[src/rtl/hwfw_pkg.sv]
// ----------------------------------------------------------------------------
// hwfw_pkg
// Types, constants and lookup functions for the half-width to full-width
// codepoint converter.
// ----------------------------------------------------------------------------
package hwfw_pkg;

   localparam int CP_W       = 21;
   localparam int BASE_W     = 16;
   localparam int QUEUE_AW   = 2;
   localparam int QUEUE_D    = 1 << QUEUE_AW;

   localparam logic [CP_W-1:0]   CP_SPACE      = 21'h000020;
   localparam logic [CP_W-1:0]   CP_ASCII_LO   = 21'h000021;
   localparam logic [CP_W-1:0]   CP_ASCII_HI   = 21'h00007E;
   localparam logic [CP_W-1:0]   CP_IDEO_SPACE = 21'h003000;
   localparam logic [CP_W-1:0]   FW_OFFSET     = 21'h00FEE0;
   localparam logic [CP_W-1:0]   CP_DAKUTEN    = 21'h00FF9E;
   localparam logic [CP_W-1:0]   CP_HANDAKUTEN = 21'h00FF9F;
   localparam logic [CP_W-1:0]   CP_KANA_LO    = 21'h00FF66;
   localparam logic [CP_W-1:0]   CP_KANA_HI    = 21'h00FF9D;
   localparam logic [CP_W-1:0]   CP_FW_DAKU    = 21'h00309B;
   localparam logic [CP_W-1:0]   CP_FW_HANDAKU = 21'h00309C;
   localparam logic [5:0]        KANA_IDX_BIAS = 6'h26;

   typedef struct packed {
      logic [CP_W-1:0] code_point;
      logic            run_last;
      logic            text_last;
   } rsp_entry_type;

   // full-width base for half-width katakana, indexed from U+FF66
   function automatic logic [BASE_W-1:0] kana_base(input logic [5:0] idx);
      logic [BASE_W-1:0] b;
      case (idx)
         6'd0:  b = 16'h30F2;
         6'd1:  b = 16'h30A1;
         6'd2:  b = 16'h30A3;
         6'd3:  b = 16'h30A5;
         6'd4:  b = 16'h30A7;
         6'd5:  b = 16'h30A9;
         6'd6:  b = 16'h30E3;
         6'd7:  b = 16'h30E5;
         6'd8:  b = 16'h30E7;
         6'd9:  b = 16'h30C3;
         6'd10: b = 16'h30FC;
         6'd11: b = 16'h30A2;
         6'd12: b = 16'h30A4;
         6'd13: b = 16'h30A6;
         6'd14: b = 16'h30A8;
         6'd15: b = 16'h30AA;
         6'd16: b = 16'h30AB;
         6'd17: b = 16'h30AD;
         6'd18: b = 16'h30AF;
         6'd19: b = 16'h30B1;
         6'd20: b = 16'h30B3;
         6'd21: b = 16'h30B5;
         6'd22: b = 16'h30B7;
         6'd23: b = 16'h30B9;
         6'd24: b = 16'h30BB;
         6'd25: b = 16'h30BD;
         6'd26: b = 16'h30BF;
         6'd27: b = 16'h30C1;
         6'd28: b = 16'h30C4;
         6'd29: b = 16'h30C6;
         6'd30: b = 16'h30C8;
         6'd31: b = 16'h30CA;
         6'd32: b = 16'h30CB;
         6'd33: b = 16'h30CC;
         6'd34: b = 16'h30CD;
         6'd35: b = 16'h30CE;
         6'd36: b = 16'h30CF;
         6'd37: b = 16'h30D2;
         6'd38: b = 16'h30D5;
         6'd39: b = 16'h30D8;
         6'd40: b = 16'h30DB;
         6'd41: b = 16'h30DE;
         6'd42: b = 16'h30DF;
         6'd43: b = 16'h30E0;
         6'd44: b = 16'h30E1;
         6'd45: b = 16'h30E2;
         6'd46: b = 16'h30E4;
         6'd47: b = 16'h30E6;
         6'd48: b = 16'h30E8;
         6'd49: b = 16'h30E9;
         6'd50: b = 16'h30EA;
         6'd51: b = 16'h30EB;
         6'd52: b = 16'h30EC;
         6'd53: b = 16'h30ED;
         6'd54: b = 16'h30EF;
         6'd55: b = 16'h30F3;
         default: b = 16'h0000;
      endcase
      return b;
   endfunction

   // h-row bases take both marks
   function automatic logic is_h_row(input logic [BASE_W-1:0] b);
      return (b == 16'h30CF) || (b == 16'h30D2) || (b == 16'h30D5) ||
             (b == 16'h30D8) || (b == 16'h30DB);
   endfunction

   // voiced form, zero when there is none
   function automatic logic [BASE_W-1:0] voiced_of(input logic [BASE_W-1:0] b);
      logic [BASE_W-1:0] r;
      r = '0;
      if (b == 16'h30A6) begin
         r = 16'h30F4;
      end else if ((b == 16'h30C1) || (b == 16'h30C4) || (b == 16'h30C6) ||
                   (b == 16'h30C8) || is_h_row(b)) begin
         r = b + 16'd1;
      end else if ((b >= 16'h30AB) && (b <= 16'h30BF) && b[0]) begin
         // k and s rows plus ta: every other codepoint from U+30AB
         r = b + 16'd1;
      end
      return r;
   endfunction

   function automatic logic [BASE_W-1:0] semi_voiced_of(input logic [BASE_W-1:0] b);
      return is_h_row(b) ? b + 16'd2 : '0;
   endfunction

   function automatic logic [CP_W-1:0] map_plain(input logic [CP_W-1:0] c);
      logic [CP_W-1:0] r;
      r = c;
      if (c == CP_SPACE) begin
         r = CP_IDEO_SPACE;
      end else if ((c >= CP_ASCII_LO) && (c <= CP_ASCII_HI)) begin
         r = c + FW_OFFSET;
      end else begin
         case (c)
            21'h00FF61: r = 21'h003002;
            21'h00FF62: r = 21'h00300C;
            21'h00FF63: r = 21'h00300D;
            21'h00FF64: r = 21'h003001;
            21'h00FF65: r = 21'h0030FB;
            CP_DAKUTEN:    r = CP_FW_DAKU;
            CP_HANDAKUTEN: r = CP_FW_HANDAKU;
            default:    r = c;
         endcase
      end
      return r;
   endfunction

endpackage

[src/rtl/halfwidth_to_fullwidth_converter_top.sv]
// ----------------------------------------------------------------------------
// halfwidth_to_fullwidth_converter_top
// Converts a stream of codepoints to full-width forms, merging half-width
// katakana with a following sound mark.
// ----------------------------------------------------------------------------
// Input channel req_*: one codepoint per transaction, with end_of_text on the
// last codepoint of a text. Output channel rsp_*: zero, one or two converted
// codepoints per input transaction; run_last flags the last one caused by an
// input, text_last the final one of a text.
// A half-width katakana is held in a one-entry pending register until the
// next codepoint shows whether a sound mark merges with it, so its output
// comes with that next codepoint's results unless it ends the text.
// Results enter a four-entry output queue in the cycle of acceptance and
// reach rsp_* from the queue registers. Input is taken whenever the queue holds
// two or fewer entries, so one codepoint per cycle is sustained while the
// receiver keeps up; an input giving two results fills two queue entries.
// A stalled receiver fills the queue and then req_ready drops.
// Reset empties the queue and drops any held katakana.
// ----------------------------------------------------------------------------
module halfwidth_to_fullwidth_converter_top (
   input  logic                          clock,
   input  logic                          reset,
   input  logic                          req_valid,
   output logic                          req_ready,
   input  logic [hwfw_pkg::CP_W-1:0]     req_code_point,
   input  logic                          req_end_of_text,
   output logic                          rsp_valid,
   input  logic                          rsp_ready,
   output logic [hwfw_pkg::CP_W-1:0]     rsp_out_code_point,
   output logic                          rsp_run_last,
   output logic                          rsp_text_last
);

   localparam int CNT_W = hwfw_pkg::QUEUE_AW + 1;

   logic                               pending_ff, pending_in;
   logic [hwfw_pkg::BASE_W-1:0]        base_ff, base_in;

   hwfw_pkg::rsp_entry_type            queue_ff [hwfw_pkg::QUEUE_D];
   logic [hwfw_pkg::QUEUE_AW-1:0]      wr_ptr_ff, wr_ptr_in;
   logic [hwfw_pkg::QUEUE_AW-1:0]      rd_ptr_ff, rd_ptr_in;
   logic [CNT_W-1:0]                   count_ff, count_in;

   logic                               push, pop;
   logic                               is_kana, consumed;
   logic [hwfw_pkg::BASE_W-1:0]        kana_b, merged;
   hwfw_pkg::rsp_entry_type            res0, res1;
   logic [1:0]                         num_res;
   logic [hwfw_pkg::QUEUE_AW-1:0]      wr_ptr_next1;
   hwfw_pkg::rsp_entry_type            head;

   assign req_ready = (count_ff <= CNT_W'(hwfw_pkg::QUEUE_D - 2));
   assign push      = req_valid && req_ready;
   assign rsp_valid = (count_ff != '0);
   assign pop       = rsp_valid && rsp_ready;

   assign head               = queue_ff[rd_ptr_ff];
   assign rsp_out_code_point = head.code_point;
   assign rsp_run_last       = head.run_last;
   assign rsp_text_last      = head.text_last;

   assign wr_ptr_next1 = wr_ptr_ff + hwfw_pkg::QUEUE_AW'(1);

   // conversion of one input transaction into up to two results
   always_comb begin
      logic                       emit_new;
      logic [hwfw_pkg::CP_W-1:0]  new_cp;
      hwfw_pkg::rsp_entry_type    e_new;

      is_kana = (req_code_point >= hwfw_pkg::CP_KANA_LO) &&
                (req_code_point <= hwfw_pkg::CP_KANA_HI);
      kana_b  = hwfw_pkg::kana_base(req_code_point[5:0] - hwfw_pkg::KANA_IDX_BIAS);

      merged = '0;
      if (req_code_point == hwfw_pkg::CP_DAKUTEN) begin
         merged = hwfw_pkg::voiced_of(base_ff);
      end else if (req_code_point == hwfw_pkg::CP_HANDAKUTEN) begin
         merged = hwfw_pkg::semi_voiced_of(base_ff);
      end
      consumed = pending_ff && (merged != '0);

      emit_new = !consumed && (!is_kana || req_end_of_text);
      new_cp   = is_kana ? hwfw_pkg::CP_W'(kana_b) : hwfw_pkg::map_plain(req_code_point);

      e_new.code_point = new_cp;
      e_new.run_last   = 1'b1;
      e_new.text_last  = req_end_of_text;

      res0 = e_new;
      res1 = e_new;
      num_res = {1'b0, emit_new};
      if (pending_ff) begin
         res0.code_point = hwfw_pkg::CP_W'(consumed ? merged : base_ff);
         res0.run_last   = !emit_new;
         res0.text_last  = req_end_of_text && !emit_new;
         num_res         = emit_new ? 2'd2 : 2'd1;
      end

      pending_in = pending_ff;
      base_in    = base_ff;
      if (push) begin
         pending_in = !consumed && is_kana && !req_end_of_text;
         base_in    = pending_in ? kana_b : '0;
      end
   end

   always_comb begin
      wr_ptr_in = wr_ptr_ff + hwfw_pkg::QUEUE_AW'(push ? num_res : 2'd0);
      rd_ptr_in = rd_ptr_ff + hwfw_pkg::QUEUE_AW'(pop);
      count_in  = count_ff + CNT_W'(push ? num_res : 2'd0) - CNT_W'(pop);
   end

   always_ff @(posedge clock) begin
      if (reset) begin
         pending_ff <= 1'b0;
         base_ff    <= '0;
         wr_ptr_ff  <= '0;
         rd_ptr_ff  <= '0;
         count_ff   <= '0;
      end else begin
         pending_ff <= pending_in;
         base_ff    <= base_in;
         wr_ptr_ff  <= wr_ptr_in;
         rd_ptr_ff  <= rd_ptr_in;
         count_ff   <= count_in;
      end
   end

   // queue payload, no reset needed
   always_ff @(posedge clock) begin
      if (push && (num_res != 2'd0)) begin
         queue_ff[wr_ptr_ff] <= res0;
      end
      if (push && (num_res == 2'd2)) begin
         queue_ff[wr_ptr_next1] <= res1;
      end
   end

endmodule

[config.mk]
export PLATFORM = sky130hd
export DESIGN_NAME = halfwidth_to_fullwidth_converter_top
export DESIGN_NICKNAME = d
export VERILOG_FILES = /design/src/rtl/hwfw_pkg.sv /design/src/rtl/halfwidth_to_fullwidth_converter_top.sv
export SDC_FILE = /design/constraint.sdc
export NUM_CORES = 1
export LEC_CHECK = 0
export BUFFER_PORTS_ARGS = -buffer_cell sky130_fd_sc_hd__buf_2
export CAP_MARGIN = 30
export CORE_MARGIN = 2
export CORE_UTILIZATION = 65
export CTS_CLUSTER_SIZE = 30
export DETAILED_ROUTE_END_ITERATION = 16
export PLACE_DENSITY_LB_ADDON = 0.3
export SYNTH_ARGS = -nofsm -noshare
export SYNTH_HDL_FRONTEND = slang
export SYNTH_SLANG_ARGS = --single-unit
export TNS_END_PERCENT = 20
[constraint.sdc]
create_clock -name clock -period 16.18 [get_ports clock]
set_input_delay 4.854 -clock clock [delete_from_list [all_inputs] [get_ports clock]]
set_output_delay 4.854 -clock clock [all_outputs]
set_load 0.01 [all_outputs]
==> run_results.csv <==
group,metric,value,unit
floorplanning,die-area,11800,sq um
critical_path,rr_startpoint,"base_ff[0]$_SDFFE_PP0P_",
worst_hold_path,hp-class,"flip-flop to flip-flop",
clock_network,htree_levels,3,
yosys,synth_edf_count,88,
sta,fmaxAchievable,111,MHz
layout,antenna_cells,0,
global_route,grt_max_degree,25,
sta,worst_slack,7.16,ns
layout,layout-drive-gt1-share,0.176,
worst_hold_path,min_to,"queue_ff[1][1]$_SDFFE_PP1P_",
sta,finalSetupTns,0,ns
placement,gp_congestion,1.02,
critical_path,crit_required,16.27,ns
critical_path,slowest_stage,"nor2_1",
yosys,synth-seq-cells,108,
yosys,synthCells,696,
placement,hpwl,14000,microns
critical_path,r2r_cells,14,
clock_network,cts-root-buf,"clkbuf_8",
critical_path,path_class,"primary input to flip-flop",
routing,wirelength,20300,microns
global_route,antenna_found_initial,0,
floorplanning,fp.dieH,108,microns
yosys,synth_area,7100,sq um
global_route,grt_pass1_vias,5677,
pwr,leakage,2.63,nW
floorplanning,num_rows,38,
sta,min_period_over_period,0.557,
floorplanning,ios,51,
floorplanning,core-area,10700,sq um
clock_network,post-cts-setup-buffer-count,0,
pwr,p_int,0.000546,W
routing,avgRoutedWirePerCell,23.5,microns
yosys,syn_nets,750,
critical_path,r2r_end,"queue_ff[0][15]$_DFFE_PP_",
routing,first_pass_iters,6,
floorplanning,die_w,108,microns
sta,finClkSkew,0.0124,ns
pwr,power_switching_share,0.341,
sta,setup_viol,0,
floorplanning,start_util,0.660,
clock_network,cts_inserted_buffers,9,
yosys,synth_ff_type,"edfxtp_1",
placement,io_buffer_count,50,
routing,drc,0,
critical_path,cp-start-kind,"primary input",
pwr,switchingPower,0.000283,W
pwr,ir_drop,78.2,uV
layout,nets,771,
worst_hold_path,holdPathStages,2,
pwr,pwr-share-comb,0.348,
global_route,grt_first_pass_wirelength,31200,microns
sta,final_max_slew_viol_count,0,
routing,drtIter0Drc,763,
yosys,ys_seq_area_frac,0.429,
clock_network,clkTransAtPathRegs,0.11,ns
clock_network,cts-resized-gates,0,
yosys,syn_avg_cell_area,10.2,sq um
yosys,synthArstFlopShare,0,
pwr,p_clk_frac,0.212,
critical_path,crit_arrival,9.11,ns
placement,post-place-ws,6.70,ns
pwr,seqPwrFrac,0.439,
critical_path,crit_fanout,14,
clock_network,insertion_delay,0.39,ns
clock_network,cts_tree,"done",
layout,area_delta_synth_final,8.06,%
sta,layout_min_cycle_time,9.02,ns
global_route,grt_util_all_layers,0.348,
layout,nFillCells,794,
critical_path,critPathMostFrequentCell,"inv_1",
sta,rsz0062_at_grt,"false",
worst_hold_path,worstHoldStart,"queue_ff[1][1]$_SDFFE_PP1P_",
clock_network,clockBufferDepth,2,
critical_path,crit_chain,"buf_2, inv_1, ha_1, inv_1, or3_1, a311o_1, o21a_1, inv_1, ha_1, or4_1, nor2_1, nor2_1, o22ai_1",
flow_run,maxCapViolations,0,
clock_network,cts_sinks,108,
global_route,grt_overflow,0,
critical_path,slowest_delay,0.82,ns
pwr,power_density,108,nW/um^2
status,status,"finished, final reports clean",
sta,tightest_slew,1.08,ns
critical_path,cp-end-kind,"flip-flop",
clock_network,cts_hold_buf,0,
yosys,ys_warn_count,0,
critical_path,r2r_setup_slack,10.80,ns
routing,num_vias,6198,
routing,ant_nets,0,
routing,vias_per_cell,7.19,
yosys,synth.distinct_cells,77,
sta,hold_viol,0,
sta,slew_headroom,0.279,
[final cells by class]
cell class | instances | area (sq um) | share of cell area
Multi-Input combinational cell | 518 | 3790 | 0.494
Timing Repair Buffer | 59 | 378 | 0.0493
Tap cell | 140 | 175 | 0.0228
Sequential cell | 108 | 3040 | 0.397
Inverter | 21 | 78.8 | 0.0103
Clock inverter | 7 | 82.6 | 0.0108
Clock buffer | 9 | 124 | 0.0162
[cells in the final DEF (no fill, tap or decap), drive strengths merged, types with 20 or more instances in the layout]
master,count
dfxtp,20
o21ai,32
nand2,36
nor2b,28
nor3,22
buf,59
edfxtp,88
a21oi,25
mux4,23
inv,24
o22ai,29
ha,27
nor2,75
[how the worst max path moves through the flow]
stage | startpoint | endpoint | slack (ns) | depth (start not counted)
5_1_grt | req_code_point[0] | queue_ff[3][13]$_DFFE_PP_ | 6.98 | 11
3_3_place_gp | req_code_point[0] | queue_ff[0][13]$_DFFE_PP_ | 6.89 | 11
2_1_floorplan | req_code_point[1] | queue_ff[0][0]$_DFFE_PP_ | 7.71 | 14
6_report | req_code_point[1] | queue_ff[0][15]$_DFFE_PP_ | 7.16 | 13
3_5_place_dp | req_code_point[0] | queue_ff[0][13]$_DFFE_PP_ | 6.70 | 11
4_1_cts | req_code_point[0] | queue_ff[0][10]$_DFFE_PP_ | 7.09 | 11
[critical path, delay by kind of cell]
| family | cells | cell delay (ns) |
|---|---|---|
| and+or+nand+nor | 4 | 1.86 |
| AOI/OAI and AO/OA | 3 | 1.03 |
| adders and majority gates | 2 | 0.71 |
| buffers and inverters | 4 | 0.64 |
[power groups by stage]
| stage | logic, W | clock network [W] | registers [W] |
|---|---|---|---|
| floorplan | 0.000192 | 0 | 0.000359 |
| global placement | 0.000262 | 0 | 0.000364 |
| detailed placement | 0.000276 | 0 | 0.000368 |
| CTS | 0.000280 | 0.000175 | 0.000363 |
| global route | 0.000311 | 0.000183 | 0.000367 |
| finish | 0.000289 | 0.000176 | 0.000364 |
[per-stage QoR]
step | cell area (sq um) | instances | utilization | hold slack, ns | power (W)
floorplan | 7100 | 696 | - | 0.432 | 0.000551
global placement | 7370 | 842 | 0.686 | 0.466 | 0.000627
CTS | 7640 | 861 | 0.711 | 0.518 | 0.000818
detailed placement | 7430 | 845 | 0.692 | 0.495 | 0.000644
global route | 7670 | 862 | 0.714 | 0.537 | 0.000862
finish | 7670 | 862 | 0.714 | 0.519 | 0.000829
[routing by layer]
metal  vias up  track usage  routed length [microns]
li1       2720            -                        -
met1      2910        0.464                     7730
met2       479        0.570                     9770
met3        89       0.0585                     1940
met4         0        0.137                      862
met5         -            0                        0
[flip-flops by register name, summed over array words and instances, names as in the netlist]
signal	cells
base_ff	8
pending_ff	1
count_ff	3
queue_ff	92
wr_ptr_ff	2
rd_ptr_ff	2
[synthesized netlist by cell type (5+ instances only)]
| master | count | area, sq um |
|---|---|---|
| edfxtp_1 | 88 | 2640 |
| nor2_1 | 75 | 282 |
| clkbuf_1 | 43 | 161 |
| nand2_1 | 36 | 135 |
| o21ai_0 | 31 | 155 |
| o22ai_1 | 29 | 181 |
| nor2b_1 | 28 | 175 |
| ha_1 | 27 | 338 |
| a21oi_1 | 23 | 115 |
| mux4_2 | 23 | 518 |
| nor3_1 | 22 | 110 |
| dfxtp_1 | 20 | 400 |
| inv_1 | 20 | 75.1 |
| or3_1 | 15 | 93.8 |
| nand3_1 | 12 | 60.1 |
| xnor2_1 | 12 | 105 |
| a211oi_1 | 11 | 82.6 |
| and2_1 | 10 | 62.6 |
| mux2i_1 | 10 | 100 |
| nand2b_1 | 9 | 56.3 |
| nand4_1 | 9 | 56.3 |
| and3_1 | 8 | 50.1 |
| or2_2 | 7 | 43.8 |
| a22oi_1 | 6 | 45.0 |
| nor4_1 | 6 | 37.5 |
| o211ai_1 | 6 | 45.0 |
| o31ai_1 | 6 | 45.0 |
| or4_1 | 6 | 45.0 |
| a32oi_1 | 5 | 43.8 |
| mux2_2 | 5 | 56.3 |
| o22a_1 | 5 | 43.8 |
[cells by family (layout without fill, tap and decap cells)]
group                    after synthesis  in the layout  share of synthesized area
AO/OA/AOI/OAI                        177            177                      0.178
XOR/XNOR                              13             13                     0.0160
adder cells (fa/ha/maj)               28             28                     0.0504
buffers and inverters                 70             96                     0.0386
flip-flops                           108            108                      0.429
multiplexers                          38             38                     0.0950
AND/OR/NAND/NOR                      262            262                      0.193
Power figures use the tool's default switching activity.
